==> config.mk <==
export PLATFORM = sky130hd
export DESIGN_NAME = sacl_victim
export DESIGN_NICKNAME = d
export VERILOG_FILES = /design/src/sv/sacl_victim.sv
export SDC_FILE = /design/constraint.sdc
export NUM_CORES = 1
export LEC_CHECK = 0
export BUFFER_PORTS_ARGS = -buffer_cell sky130_fd_sc_hd__buf_4
export CORE_MARGIN = 4
export CORE_UTILIZATION = 47
export DETAILED_ROUTE_END_ITERATION = 10
export GPL_ROUTABILITY_DRIVEN = 0
export PLACE_DENSITY_LB_ADDON = 0.12
export SYNTH_ARGS = -nofsm -noshare
export SYNTH_HDL_FRONTEND = slang
export SYNTH_SLANG_ARGS = --single-unit
==> constraint.sdc <==
create_clock -name vclk -period 3.91
set_input_delay 0.1955 -clock vclk [all_inputs]
set_output_delay 0.1955 -clock vclk [all_outputs]
set_load 0.02 [all_outputs]
==> src/sv/sacl_victim.sv <==
`default_nettype none
// ----------------------------------------------------------------------------
// sacl_victim
// Pick the way to fill on a write miss: lowest empty way, else oldest way.
// ----------------------------------------------------------------------------
module sacl_victim #(
    parameter int WAYS  = 4,
    parameter int AGE_W = 8,
    parameter int WW    = 2
) (
    input  wire logic [WAYS-1:0]             valid,
    input  wire logic [WAYS-1:0][AGE_W-1:0]  ages,
    output logic      [WW-1:0]               way
);

    logic [WW-1:0]    empty_way;
    logic             any_empty;
    logic [WW-1:0]    old_way;
    logic [AGE_W-1:0] old_age;

    always_comb
    begin
        any_empty = 1'b0;
        empty_way = '0;
        for (int w = WAYS - 1; w >= 0; w--)
        begin
            if (!valid[w])
            begin
                any_empty = 1'b1;
                empty_way = WW'(w);
            end
        end
        old_way = '0;
        old_age = ages[0];
        for (int w = 1; w < WAYS; w++)
        begin
            // strict compare keeps the lowest way on a tie
            if (ages[w] > old_age)
            begin
                old_way = WW'(w);
                old_age = ages[w];
            end
        end
        way = any_empty ? empty_way : old_way;
    end

endmodule
`default_nettype wire

==> run metrics, run 1 <==
hold buffer count at CTS=0; Post-Syn Nets=around 190; Die X=53.0 um; Last stage=clock tree synthesis (4_1_cts); post-synthesis sequential area ratio=0%; Cell Area, Synth=950 um^2; Die Y=53.0 um; syn_area_per_cell=7.36 um^2; number of distinct library cells after synthesis=33; DP Wirelength=2720 um; yosys warns=0; Setup Fix Bufs, Post-CTS=14; Ports=38; port bufs=38; stop err=[ERROR DPL-0033] detailed placement checks failed during check placement.; status=aborted with a tool error; cell count after synthesis=129; Initial Utilization=a little over half; Placed Area=1550 um^2; pre-CTS setup slack=-498 ps; Post-CTS Resized=26; row count=15
-- cell families after synthesis --
group	after synthesis	share of synthesized area, %
and+or+nand+nor	40	22.9
AOI/OAI and AO/OA	48	36.8
adders and majority gates	24	31.6
buffers and inverters	17	8.70
-- cells in the mapped netlist (all sizes together) --
library cell | instances | area, um^2
a211o | 1 | 8.76
a21o | 2 | 15.0
a21oi | 15 | 78.8
a221oi | 1 | 8.76
a31o | 7 | 61.3
a31oi | 1 | 12.5
a32oi | 1 | 8.76
a41oi | 1 | 16.3
and2 | 8 | 52.6
and3 | 1 | 6.26
buf | 4 | 33.8
ha | 24 | 300
inv | 13 | 48.8
nand2 | 9 | 33.8
nand3 | 9 | 45.0
nand4 | 6 | 43.8
nor2 | 3 | 11.3
nor2b | 3 | 18.8
o211a | 1 | 10.0
o211ai | 3 | 27.5
o21ai | 12 | 63.8
o31a | 1 | 8.76
o31ai | 2 | 28.8
or2 | 1 | 6.26
-- through the flow --
step	utilization, %	instances
3_3_place_gp	85.2	222
2_1_floorplan	-	129
3_5_place_dp	85.2	222
==> run 2, diff against run 1 <==
- CORE_AREA: not set -> 4 4 65 67
- CORE_MARGIN: 4 -> not set
- CORE_UTILIZATION: 47 -> not set
- DIE_AREA: not set -> 0 0 69 71
- PLACE_DENSITY_LB_ADDON: 0.12 -> 0.15
- clock period: 3.91 -> 5.08 ns (I/O delays scaled with it)
==> run metrics, run 2 <==
status=complete, no violations; Fillers=417; Synth top cells by count=ha_1, a21oi_1, inv_1, nand2_1, nand3_1; worst min-delay path class=input pin to primary output; CLK BUF=0; Die X=69 um; ANT cells=0; hold buffer count at CTS=0; Cell Area, Synth=950 um^2; Placed Area=1260 um^2; Setup CP Type=input pin to primary output; max-cap violation count=0; port bufs=38; Post-Syn Nets=between 150 and 200; highest metal used=met4; met3 routed WL=115 um; routed wl met2=between 1000 and 1500 um; ratio of cells with drive above 1 in the final layout=30.5%; multi-input logic area=about 870 um^2; sequential cell area=0 um^2; Synth area leaders=ha_1, a21oi_1, a31o_1; Die Y=71 um; Core Region=approximately 3600 um^2; sequential power share=0%; initial antenna violation count=0; crit path time final=4830 ps; Fin. Hold Viols=0; first-pass GRT wire length=4670 um; Ports=38; clock network power share=0%; vias per cell=5.00; worst path required time=about 4800 ps; Sw Share=50.8%; post-synthesis sequential area ratio=0%; CP max stage cell=a211o_1; crit path DAT=4570 ps; number of distinct library cells after synthesis=33; Initial Utilization=26.1%; nature of the critical path endpoint=primary output; PwrDens=152 nW/um^2; vias in the first global route=1,084; DR iter-0 viols=73; Max VDD drop=around 0.000046 V; Slew headroom=69.4%; Area growth syn-to-layout=36.0%; top-count cell post-synth=ha_1; RSZ-0062 raised after global routing=false; Final nets=229; first-pass iteration count of the detailed router=4; syn_area_per_cell=7.36 um^2; Yosys top cell area share=31.6%; Max Clock Freq=207 MHz; placed cells=~210; pre-CTS setup slack=227 ps; fin crit share=95.0%; DP Wirelength=2510 um; Max stage delay on crit path=420 ps; Max Slew Vio Count=0; largest net degree at the start of global routing=11; crit path launch type=input pin; crit path cell chain=buf_4, inv_1, ha_1, nor2b_1, o211a_1, o31ai_4, buf_4, o21ai_1, and2_1, ha_1, nand4_2, a211o_1, and2_4, a31o_1, ha_1, and3_1, a221oi_1, o211ai_1, a32oi_1, o31ai_1, buf_4; Internal Power=0.0969 mW; Slew @ Worst Pin=458 ps; WL met1=1280 um; Total Routing Usage GR=11.1%; Detailed Route WL=2830 um; DRC Markers=0; row count=22; Leak Pwr=0.641 nW; dominant cell type by area after synthesis=ha_1; grt ovf=0; Vias=1,074; Final Core Density=35.5%; most frequent cells in the layout=buf_4, ha_1, a21oi_1, inv_1; Final WS setup=253 ps; cell count after synthesis=129; Wirelength per Cell=13.2 um; yosys warns=0; TNS Setup=0 ps; CP Max Fanout=10; Final ANT Viol Nets=0; Final Setup Violations=0; Sw Pwr=0.100 mW; flip-flop and latch count=0; commonest non-fill, non-tap cell in the layout=buf_4; cell family with the largest share of critical-path delay=compound AO/OA/AOI/OAI gates; combinational share of power=100.0%; Layout Cells excl Fill=215; CP bufs+invs=4; Final Cell Area=1290 um^2; die area=around 4900 um^2
[run 2: cell counts after synthesis]
No cell type changed its count.
[run 2: path summary, 6_finish.rpt]
check,from,endpoint,slack (ps),depth (start not counted)
setup / recovery,ages[1],way[0],250,21
hold / removal,valid[3],way[1],850,3
[run 2: through the flow]
stage,hold WS (ps),total power [mW]
global placement,844,0.188
finish,854,0.197
global route,865,0.224
floorplan,646,0.139
CTS,849,0.192
detailed placement,849,0.191
[run 2: per-layer routing]
metal,up-vias,global-route usage (%)
met5,-,0
met4,0,1.74
met3,4,1.28
met2,25,20.7
met1,477,13.9
li1,568,-
[run 2: area by class of cell]
type               instances  area share [%]
inverters                 13            3.78
multi-input cells        112            67.2
well taps                 48            4.65
repair buffers            42            24.4
[run 2: worst min-delay path, stage by stage]
cell     delay (ps)
buf_4           100
a41oi_2          90
buf_4           150
[run 2: kinds of logic after synthesis]
group | count (synthesis) | synth area share [%]
AND/OR/NAND/NOR | 40 | 22.9
AO/OA/AOI/OAI | 48 | 36.8
buffers and inverters | 17 | 8.70
adder cells (fa/ha/maj) | 24 | 31.6
[run 2: power groups by stage]
stage	logic (mW)	registers [mW]	clock network (mW)
detailed placement	0.191	0	0
global route	0.224	0	0
CTS	0.192	0	0
global placement	0.188	0	0
finish	0.197	0	0
floorplan	0.139	0	0
[run 2: repair_timing]
item | 4_1_cts | 5_1_grt
resized for setup | 0 | 0
buffers inserted | 0 | 4
setup endpoints to repair | 0 | 2
No activity file was read; power rests on OpenSTA's default activity.
